--- config.mk ---
export PLATFORM = sky130hd
export DESIGN_NAME = printf_format_spec_parser_flat
export DESIGN_NICKNAME = d
export VERILOG_FILES = /design/src/design/pfsp_pkg.sv /design/src/design/pfsp_if.sv /design/src/design/pfsp_step.sv /design/src/design/pfsp_out_stage.sv /design/src/design/printf_format_spec_parser.sv /design/src/flat_wrapper.sv
export SDC_FILE = /design/constraint.sdc
export NUM_CORES = 1
export LEC_CHECK = 0
export ABC_AREA = 0
export BUFFER_PORTS_ARGS = -buffer_cell sky130_fd_sc_hd__buf_2
export CORE_UTILIZATION = 49
export CTS_CLUSTER_DIAMETER = 200
export DETAILED_ROUTE_END_ITERATION = 10
export PLACE_DENSITY_LB_ADDON = 0.15
export SLEW_MARGIN = 20
export SYNTH_ARGS = -nofsm -noshare
export SYNTH_HDL_FRONTEND = slang
export SYNTH_SLANG_ARGS = --single-unit
export TNS_END_PERCENT = 1
--- constraint.sdc ---
create_clock -name clk -period 2.54 [get_ports clk]
set_input_delay 0.254 -clock clk [delete_from_list [all_inputs] [get_ports clk]]
set_output_delay 0.254 -clock clk [all_outputs]
set_load 0.05 [all_outputs]
--- src/design/pfsp_pkg.sv ---
// ----------------------------------------------------------------------------
// pfsp_pkg
// Shared types, character codes and helper functions for the format spec
// parser.
// ----------------------------------------------------------------------------
package pfsp_pkg;

	typedef enum logic [3:0] {
		PH_PLAIN    = 4'd0,
		PH_PCT      = 4'd1,
		PH_FLAGS    = 4'd2,
		PH_WDIG     = 4'd3,
		PH_WSTAR    = 4'd4,
		PH_DOT      = 4'd5,
		PH_PDIG     = 4'd6,
		PH_PSTAR    = 4'd7,
		PH_LEN_H    = 4'd8,
		PH_LEN_L    = 4'd9,
		PH_LEN_DONE = 4'd10,
		PH_ERROR    = 4'd11
	} phase_t;

	localparam logic [2:0] CLASS_INT   = 3'd0;
	localparam logic [2:0] CLASS_UINT  = 3'd1;
	localparam logic [2:0] CLASS_FLOAT = 3'd2;
	localparam logic [2:0] CLASS_STR   = 3'd3;
	localparam logic [2:0] CLASS_PTR   = 3'd4;
	localparam logic [2:0] CLASS_NONE  = 3'd7;

	localparam logic [7:0] CH_PCT   = 8'h25;
	localparam logic [7:0] CH_MINUS = 8'h2d;
	localparam logic [7:0] CH_PLUS  = 8'h2b;
	localparam logic [7:0] CH_SPACE = 8'h20;
	localparam logic [7:0] CH_HASH  = 8'h23;
	localparam logic [7:0] CH_ZERO  = 8'h30;
	localparam logic [7:0] CH_NINE  = 8'h39;
	localparam logic [7:0] CH_STAR  = 8'h2a;
	localparam logic [7:0] CH_DOT   = 8'h2e;
	localparam logic [7:0] CH_LC_L  = 8'h6c;
	localparam logic [7:0] CH_LC_H  = 8'h68;
	localparam logic [7:0] CH_UC_L  = 8'h4c;
	localparam logic [7:0] CH_LC_Z  = 8'h7a;
	localparam logic [7:0] CH_LC_J  = 8'h6a;
	localparam logic [7:0] CH_LC_T  = 8'h74;

	typedef struct packed {
		logic       conv_valid;
		logic [2:0] expect_class;
		logic [7:0] conv_char;
		logic       done_res;
		logic       format_ok;
	} result_t;

	typedef struct packed {
		phase_t  next_phase;
		logic    emit;
		result_t res;
	} step_t;

	function automatic logic is_digit(input logic [7:0] c);
		return (c >= CH_ZERO) && (c <= CH_NINE);
	endfunction

	function automatic logic is_flag(input logic [7:0] c);
		return (c == CH_MINUS) || (c == CH_PLUS) || (c == CH_SPACE) ||
			(c == CH_HASH) || (c == CH_ZERO);
	endfunction

	function automatic logic [2:0] conv_class(input logic [7:0] c);
		logic [2:0] k;
		unique case (c)
			8'h64, 8'h69, 8'h63:                             k = CLASS_INT;
			8'h75, 8'h6f, 8'h78, 8'h58:                      k = CLASS_UINT;
			8'h66, 8'h46, 8'h65, 8'h45,
			8'h67, 8'h47, 8'h61, 8'h41:                      k = CLASS_FLOAT;
			8'h73:                                           k = CLASS_STR;
			8'h70, 8'h6e:                                    k = CLASS_PTR;
			default:                                         k = CLASS_NONE;
		endcase
		return k;
	endfunction

endpackage

--- src/design/pfsp_if.sv ---
// ----------------------------------------------------------------------------
// pfsp_if
// Valid/ready channels: format bytes in, parse results out.
// ----------------------------------------------------------------------------
interface pfsp_char_if;
	logic       valid;
	logic       ready;
	logic [7:0] ch;
	logic       last_char;

	modport source (output valid, ch, last_char, input ready);
	modport sink   (input valid, ch, last_char, output ready);
endinterface

interface pfsp_res_if;
	logic       valid;
	logic       ready;
	logic       conv_valid;
	logic [2:0] expect_class;
	logic [7:0] conv_char;
	logic       done_res;
	logic       format_ok;

	modport source (output valid, conv_valid, expect_class, conv_char, done_res, format_ok,
		input ready);
	modport sink   (input valid, conv_valid, expect_class, conv_char, done_res, format_ok,
		output ready);
endinterface

--- src/design/pfsp_step.sv ---
// ----------------------------------------------------------------------------
// pfsp_step
// Phase transition and conversion classification for one format byte.
// ----------------------------------------------------------------------------
module pfsp_step (
	input  pfsp_pkg::phase_t phase,
	input  logic [7:0]       ch,
	input  logic             last_char,
	output pfsp_pkg::step_t  step
);

	pfsp_pkg::phase_t nxt;
	logic [2:0]       cls;
	logic [2:0]       k;
	logic             in_pre;

	always_comb begin
		nxt    = pfsp_pkg::PH_ERROR;
		cls    = pfsp_pkg::CLASS_NONE;
		k      = pfsp_pkg::conv_class(ch);
		in_pre = (phase == pfsp_pkg::PH_PCT) || (phase == pfsp_pkg::PH_FLAGS);
		priority if (phase == pfsp_pkg::PH_ERROR) begin
			nxt = pfsp_pkg::PH_ERROR;
		end else if (phase == pfsp_pkg::PH_PLAIN) begin
			nxt = (ch == pfsp_pkg::CH_PCT) ? pfsp_pkg::PH_PCT : pfsp_pkg::PH_PLAIN;
		end else if (phase == pfsp_pkg::PH_PCT && ch == pfsp_pkg::CH_PCT) begin
			nxt = pfsp_pkg::PH_PLAIN;
		end else if (phase > pfsp_pkg::PH_LEN_DONE) begin
			nxt = pfsp_pkg::PH_ERROR;
		end else if (in_pre && pfsp_pkg::is_flag(ch)) begin
			nxt = pfsp_pkg::PH_FLAGS;
		end else if (in_pre && ch == pfsp_pkg::CH_STAR) begin
			nxt = pfsp_pkg::PH_WSTAR;
		end else if (in_pre && pfsp_pkg::is_digit(ch)) begin
			nxt = pfsp_pkg::PH_WDIG;
		end else if (phase == pfsp_pkg::PH_WDIG && pfsp_pkg::is_digit(ch)) begin
			nxt = pfsp_pkg::PH_WDIG;
		end else if (phase <= pfsp_pkg::PH_WSTAR && ch == pfsp_pkg::CH_DOT) begin
			nxt = pfsp_pkg::PH_DOT;
		end else if (phase == pfsp_pkg::PH_DOT && ch == pfsp_pkg::CH_STAR) begin
			nxt = pfsp_pkg::PH_PSTAR;
		end else if (phase == pfsp_pkg::PH_DOT && pfsp_pkg::is_digit(ch)) begin
			nxt = pfsp_pkg::PH_PDIG;
		end else if (phase == pfsp_pkg::PH_PDIG && pfsp_pkg::is_digit(ch)) begin
			nxt = pfsp_pkg::PH_PDIG;
		end else if (phase <= pfsp_pkg::PH_PSTAR && ch == pfsp_pkg::CH_LC_H) begin
			nxt = pfsp_pkg::PH_LEN_H;
		end else if (phase <= pfsp_pkg::PH_PSTAR && ch == pfsp_pkg::CH_LC_L) begin
			nxt = pfsp_pkg::PH_LEN_L;
		end else if (phase <= pfsp_pkg::PH_PSTAR &&
			(ch == pfsp_pkg::CH_UC_L || ch == pfsp_pkg::CH_LC_Z ||
			 ch == pfsp_pkg::CH_LC_J || ch == pfsp_pkg::CH_LC_T)) begin
			nxt = pfsp_pkg::PH_LEN_DONE;
		end else if (phase == pfsp_pkg::PH_LEN_H && ch == pfsp_pkg::CH_LC_H) begin
			nxt = pfsp_pkg::PH_LEN_DONE;
		end else if (phase == pfsp_pkg::PH_LEN_L && ch == pfsp_pkg::CH_LC_L) begin
			nxt = pfsp_pkg::PH_LEN_DONE;
		end else if (k == pfsp_pkg::CLASS_NONE) begin
			nxt = pfsp_pkg::PH_ERROR;
		end else begin
			cls = k;
			nxt = pfsp_pkg::PH_PLAIN;
		end
	end

	always_comb begin
		step.next_phase       = last_char ? pfsp_pkg::PH_PLAIN : nxt;
		step.emit             = last_char || (cls != pfsp_pkg::CLASS_NONE);
		step.res.conv_valid   = (cls != pfsp_pkg::CLASS_NONE);
		step.res.expect_class = (cls != pfsp_pkg::CLASS_NONE) ? cls : pfsp_pkg::CLASS_INT;
		step.res.conv_char    = (cls != pfsp_pkg::CLASS_NONE) ? ch : 8'h00;
		step.res.done_res     = last_char;
		step.res.format_ok    = last_char && (nxt == pfsp_pkg::PH_PLAIN);
	end

endmodule

--- src/design/pfsp_out_stage.sv ---
// ----------------------------------------------------------------------------
// pfsp_out_stage
// Result register driving the output channel; holds a word while stalled.
// ----------------------------------------------------------------------------
module pfsp_out_stage (
	input  logic              clk,
	input  logic              arst_n,
	input  logic              load,
	input  pfsp_pkg::result_t res_in,
	output logic              slot_free,
	pfsp_res_if.source        res
);

	logic              valid_q;
	pfsp_pkg::result_t res_q;

	assign slot_free = !valid_q || res.ready;

	always_ff @(posedge clk or negedge arst_n) begin
		if (!arst_n) begin
			valid_q <= 1'b0;
		end else if (slot_free) begin
			valid_q <= load;
		end
	end

	always_ff @(posedge clk) begin
		if (slot_free && load) begin
			res_q <= res_in;
		end
	end

	assign res.valid        = valid_q;
	assign res.conv_valid   = res_q.conv_valid;
	assign res.expect_class = res_q.expect_class;
	assign res.conv_char    = res_q.conv_char;
	assign res.done_res     = res_q.done_res;
	assign res.format_ok    = res_q.format_ok;

endmodule

--- src/design/printf_format_spec_parser.sv ---
// ----------------------------------------------------------------------------
// printf_format_spec_parser
// Parses a printf format string one byte per word and reports conversions.
//
// fmt carries one byte of the string per word, last_char set on the final
// byte. res carries at most one word per byte: one for each byte that ends
// a conversion spec, and one for the final byte with done_res and format_ok.
// Bytes that produce nothing are absorbed without an output word.
// A byte's result passes through the input register, then the phase update
// and the result register. Throughput: one byte per cycle while res is not
// stalled; the phase update sits between the two registers.
// When res stalls, the result register holds its word and fmt.ready drops
// once the input register is also full; nothing is lost or repeated.
// Reset clears both valid flags and returns the parser to plain text.
// The phase also returns to plain text after every final byte, so strings
// may follow one another back to back.
// ----------------------------------------------------------------------------
module printf_format_spec_parser (
	input  logic        clk,
	input  logic        arst_n,
	pfsp_char_if.sink   fmt,
	pfsp_res_if.source  res
);

	logic             valid_s1;
	logic [7:0]       ch_s1;
	logic             last_s1;
	pfsp_pkg::phase_t phase_q;
	pfsp_pkg::step_t  step;
	logic             slot_free;
	logic             advance;

	assign advance   = valid_s1 && slot_free;
	assign fmt.ready = !valid_s1 || slot_free;

	always_ff @(posedge clk or negedge arst_n) begin
		if (!arst_n) begin
			valid_s1 <= 1'b0;
		end else if (fmt.ready) begin
			valid_s1 <= fmt.valid;
		end
	end

	always_ff @(posedge clk) begin
		if (fmt.ready && fmt.valid) begin
			ch_s1   <= fmt.ch;
			last_s1 <= fmt.last_char;
		end
	end

	always_ff @(posedge clk or negedge arst_n) begin
		if (!arst_n) begin
			phase_q <= pfsp_pkg::PH_PLAIN;
		end else if (advance) begin
			phase_q <= step.next_phase;
		end
	end

	pfsp_step u_step (
		.phase     (phase_q),
		.ch        (ch_s1),
		.last_char (last_s1),
		.step      (step)
	);

	pfsp_out_stage u_out (
		.clk       (clk),
		.arst_n    (arst_n),
		.load      (advance && step.emit),
		.res_in    (step.res),
		.slot_free (slot_free),
		.res       (res)
	);

endmodule

--- src/flat_wrapper.sv ---
// flat-port wrapper written by rule: the top's interface ports become plain ports
module printf_format_spec_parser_flat 
  (clk, arst_n, fmt_valid, fmt_ch, fmt_last_char, fmt_ready, res_valid, res_conv_valid, res_expect_class, res_conv_char, res_done_res, res_format_ok, res_ready);
  pfsp_char_if fmt_i ();
  pfsp_res_if res_i ();
  input  logic clk;
  input  logic arst_n;
  input wire logic [$bits(fmt_i.valid)-1:0] fmt_valid;
  input wire logic [$bits(fmt_i.ch)-1:0] fmt_ch;
  input wire logic [$bits(fmt_i.last_char)-1:0] fmt_last_char;
  output wire logic [$bits(fmt_i.ready)-1:0] fmt_ready;
  output wire logic [$bits(res_i.valid)-1:0] res_valid;
  output wire logic [$bits(res_i.conv_valid)-1:0] res_conv_valid;
  output wire logic [$bits(res_i.expect_class)-1:0] res_expect_class;
  output wire logic [$bits(res_i.conv_char)-1:0] res_conv_char;
  output wire logic [$bits(res_i.done_res)-1:0] res_done_res;
  output wire logic [$bits(res_i.format_ok)-1:0] res_format_ok;
  input wire logic [$bits(res_i.ready)-1:0] res_ready;
  assign fmt_i.valid = fmt_valid;
  assign fmt_i.ch = fmt_ch;
  assign fmt_i.last_char = fmt_last_char;
  assign fmt_ready = fmt_i.ready;
  assign res_valid = res_i.valid;
  assign res_conv_valid = res_i.conv_valid;
  assign res_expect_class = res_i.expect_class;
  assign res_conv_char = res_i.conv_char;
  assign res_done_res = res_i.done_res;
  assign res_format_ok = res_i.format_ok;
  assign res_i.ready = res_ready;
  printf_format_spec_parser u_core (.clk(clk), .arst_n(arst_n), .fmt(fmt_i), .res(res_i));
endmodule
==> run metrics <==
vias=1342; Max Freq=0.427 GHz; initial DRC count=57; Synth area leader=edfxtp_1; Synth Flop Type=edfxtp_1; largest net degree at the start of global routing=15; initial antenna violation count=0; CTS buffer count=5; share of the synthesized area in the top cell type=0.425; setup violators final=0; power per cell area=645 nW/µm²; Clock Latency Late Sink=between 0.3 and 0.4 ns; DPL Wire Length=2520 µm; Mapped Avg Cell Area=10.7 µm²; row cnt=20; maximum vdd drop=0.349 mV; antenna-violating nets left=0; Hold Crit Class=input port to flip-flop; Syn Inst Count=152; status=finished clean; detailed-router iteration count before antenna repair=4; Fin. Hold Viols=0; slowest stage delay, CP=around 0.54 ns; H-tree depth=2; RSZ-0062 raised after global routing=false; Clock Pin Slew Worst Setup and Hold Paths=0.08 ns; CP startpoint kind=flip-flop; antenna fix cells=0; DRC Markers=0; Die Y=59.6 µm; Syn Nets=165; Critical Path RT=around 2.6 ns; top cells by area, synth=edfxtp_1 (42%), dfrtp_1 (9.2%), and3_1 (3.5%); Setup crit end kind=flip-flop; DRT Wirelength=3300 µm; Final period util=0.923; synthesized area=1630 µm²; Final Slew Violations=0; Worst R2R Setup Slack=0.20 ns; vias in the first global route=approximately 1200; Most common cell on crit path=buf_4; Starting Density=0.524; fin crit period=2.34 ns; Layout Nets=about 210; Routability Congestion=roughly 0.88; count of cell types in the netlist=51; Buffers on Ports=28; Leak=0.823 nW; Die Width=between 50 and 60 µm; Worst Path Buf+Inv=2; #FFs+latches synth=29; die area=3550 µm²; post-synthesis sequential area ratio=0.517; I/O pins=29; synthesis-to-finish area growth=22.2%; Layout Skew=0.00248 ns; Crit path max-delay family=simple AND/OR/NAND/NOR gates; clock root buffer master=clkbuf_4; cells along the critical path=buf_4 > nor2b_1 > nand3_1 > a21oi_1 > or4_4 > buf_4 > and2_4 > and3_1; CTS Buffer Depth=2; first-pass GRT wire length=about 5300 µm; Ys Warns=0; max-cap viol count=0; CTS tree=built; Setup TNS=0 ns; Total GRT Usage=0.210; number of synthesized flops with an enable pin=23; setup bufs post-CTS=0; Crit-path slowest cell=edfxtp_1; async set or reset register ratio after synthesis=0.207; core area=3100 µm²; Routed wire per std cell=~14 µm; share of layout cells above drive strength 1=0.322; GRT Residual Overflow=0; crit path DAT=2.43 ns; drt via density=5.52; CP Class=flip-flop to flip-flop; Hold Slack=0.104 ns; Max Fanout on Critical Path=10; CTS sink count=29
==> cell type report <==
cell class                 count  area [µm²]
tap                           44        55.1
clock buffer                   7        45.0
timing repair buffer          48         305
multi-input combinational    110         722
clock inverter                 1        3.75
sequential                    29         841
inverter                       4        15.0
fill                         282        1120
==> synth_stat cells, drive strengths merged, types with 4 or more instances <==
cell type	n
nand2	6
edfxtp	23
nor4	4
nand2b	6
dfrtp	6
and3	9
o21ai	5
a21oi	7
and2	4
nor2	14
or4	4
inv	4
nor3	8
buf	6
==> placed cells by master, fill, tap and decap left out, types with 2 or more instances in the layout <==
master	count
nor4_1	4
nor3_1	7
or4_1	3
o21a_1	2
and3_1	9
dfrtp_1	6
edfxtp_1	23
or2_2	2
nor2_1	13
clkbuf_1	2
o22ai_1	3
buf_2	28
buf_4	18
nand2_1	6
xnor2_1	2
and2_1	3
inv_1	3
o21ai_1	4
nor2b_1	3
nand2b_1	5
nand3_1	3
mux2i_1	2
nand3b_1	3
clkbuf_4	5
a31oi_1	3
a21oi_1	7
a21o_1	2
==> metal layers <==
metal	track usage	wire (µm)
met1	0.244	1430
met2	0.342	1600
met3	0.0742	189
met4	0.106	79
met5	0	0
==> kinds of logic (layout without fill, tap and decap cells) <==
| logic type | after synthesis | count (layout) | synth area share |
|---|---|---|---|
| multiplexers | 2 | 2 | 0.0123 |
| AND/OR/NAND/NOR | 74 | 74 | 0.278 |
| flip-flops | 29 | 29 | 0.517 |
| XOR/XNOR | 3 | 3 | 0.0162 |
| AO/OA/AOI/OAI | 30 | 30 | 0.130 |
| other | 1 | 1 | 0.00231 |
| buffers and inverters | 13 | 60 | 0.0438 |
==> repair_timing <==
item,CTS,global route
hold buffers,1,0
resized for setup,0,1
endpoints found under the setup margin,0,14
hold endpoints to repair,6,0
==> path summary, 6_finish.rpt <==
kind / startpoint / to / cells after the start
max: u_core.ch_s1[3]$_DFFE_PP_ / u_core.u_out.res.expect_class[2]$_SDFFCE_PN0P_ / 8
min: fmt_ch[7] / u_core.ch_s1[7]$_DFFE_PP_ / 1
max reg2reg: u_core.ch_s1[3]$_DFFE_PP_ / u_core.u_out.res.expect_class[2]$_SDFFCE_PN0P_ / 8
min reg2reg: u_core.u_out.res.valid$_DFFE_PN0P_ / u_core.u_out.res.valid$_DFFE_PN0P_ / 2
max in group asynchronous: arst_n / u_core.valid_s1$_DFFE_PN0N_ / 2
min in group asynchronous: arst_n / u_core.phase_q[2]$_DFFE_PN0P_ / 2
==> stage by stage <==
stage	cells	utilization	instance area, µm²	total power, mW	setup WS [ns]
after floorplan	152	-	1630	0.902	0.107
after global placement	234	0.620	1920	1.03	0.206
after detailed placement	234	0.620	1920	1.04	0.0715
after CTS	243	0.639	1980	1.29	0.0632
after global routing	243	0.640	1990	1.35	0.0978
final	243	0.640	1990	1.28	0.195
==> power by group <==
| group | internal (mW) | switching, mW | total, mW | leakage (nW) |
|---|---|---|---|---|
| logic | 0.167 | 0.242 | 0.409 | 0.498 |
| clock network | 0.106 | 0.141 | 0.247 | 0.0269 |
| registers | 0.568 | 0.0575 | 0.626 | 0.298 |
==> flip-flops by register name, summed over array words and instances (netlist names) <==
signal / cells
u_core.ch_s1: 8
u_core.u_out.res.done_res: 1
u_core.u_out.res.format_ok: 1
u_core.phase_q: 4
u_core.valid_s1: 1
u_core.u_out.res.valid: 1
u_core.u_out.res.conv_valid: 1
u_core.u_out.res.expect_class: 3
u_core.u_out.res.conv_char: 8
u_core.last_s1: 1
(Power assumes the default switching activity.)
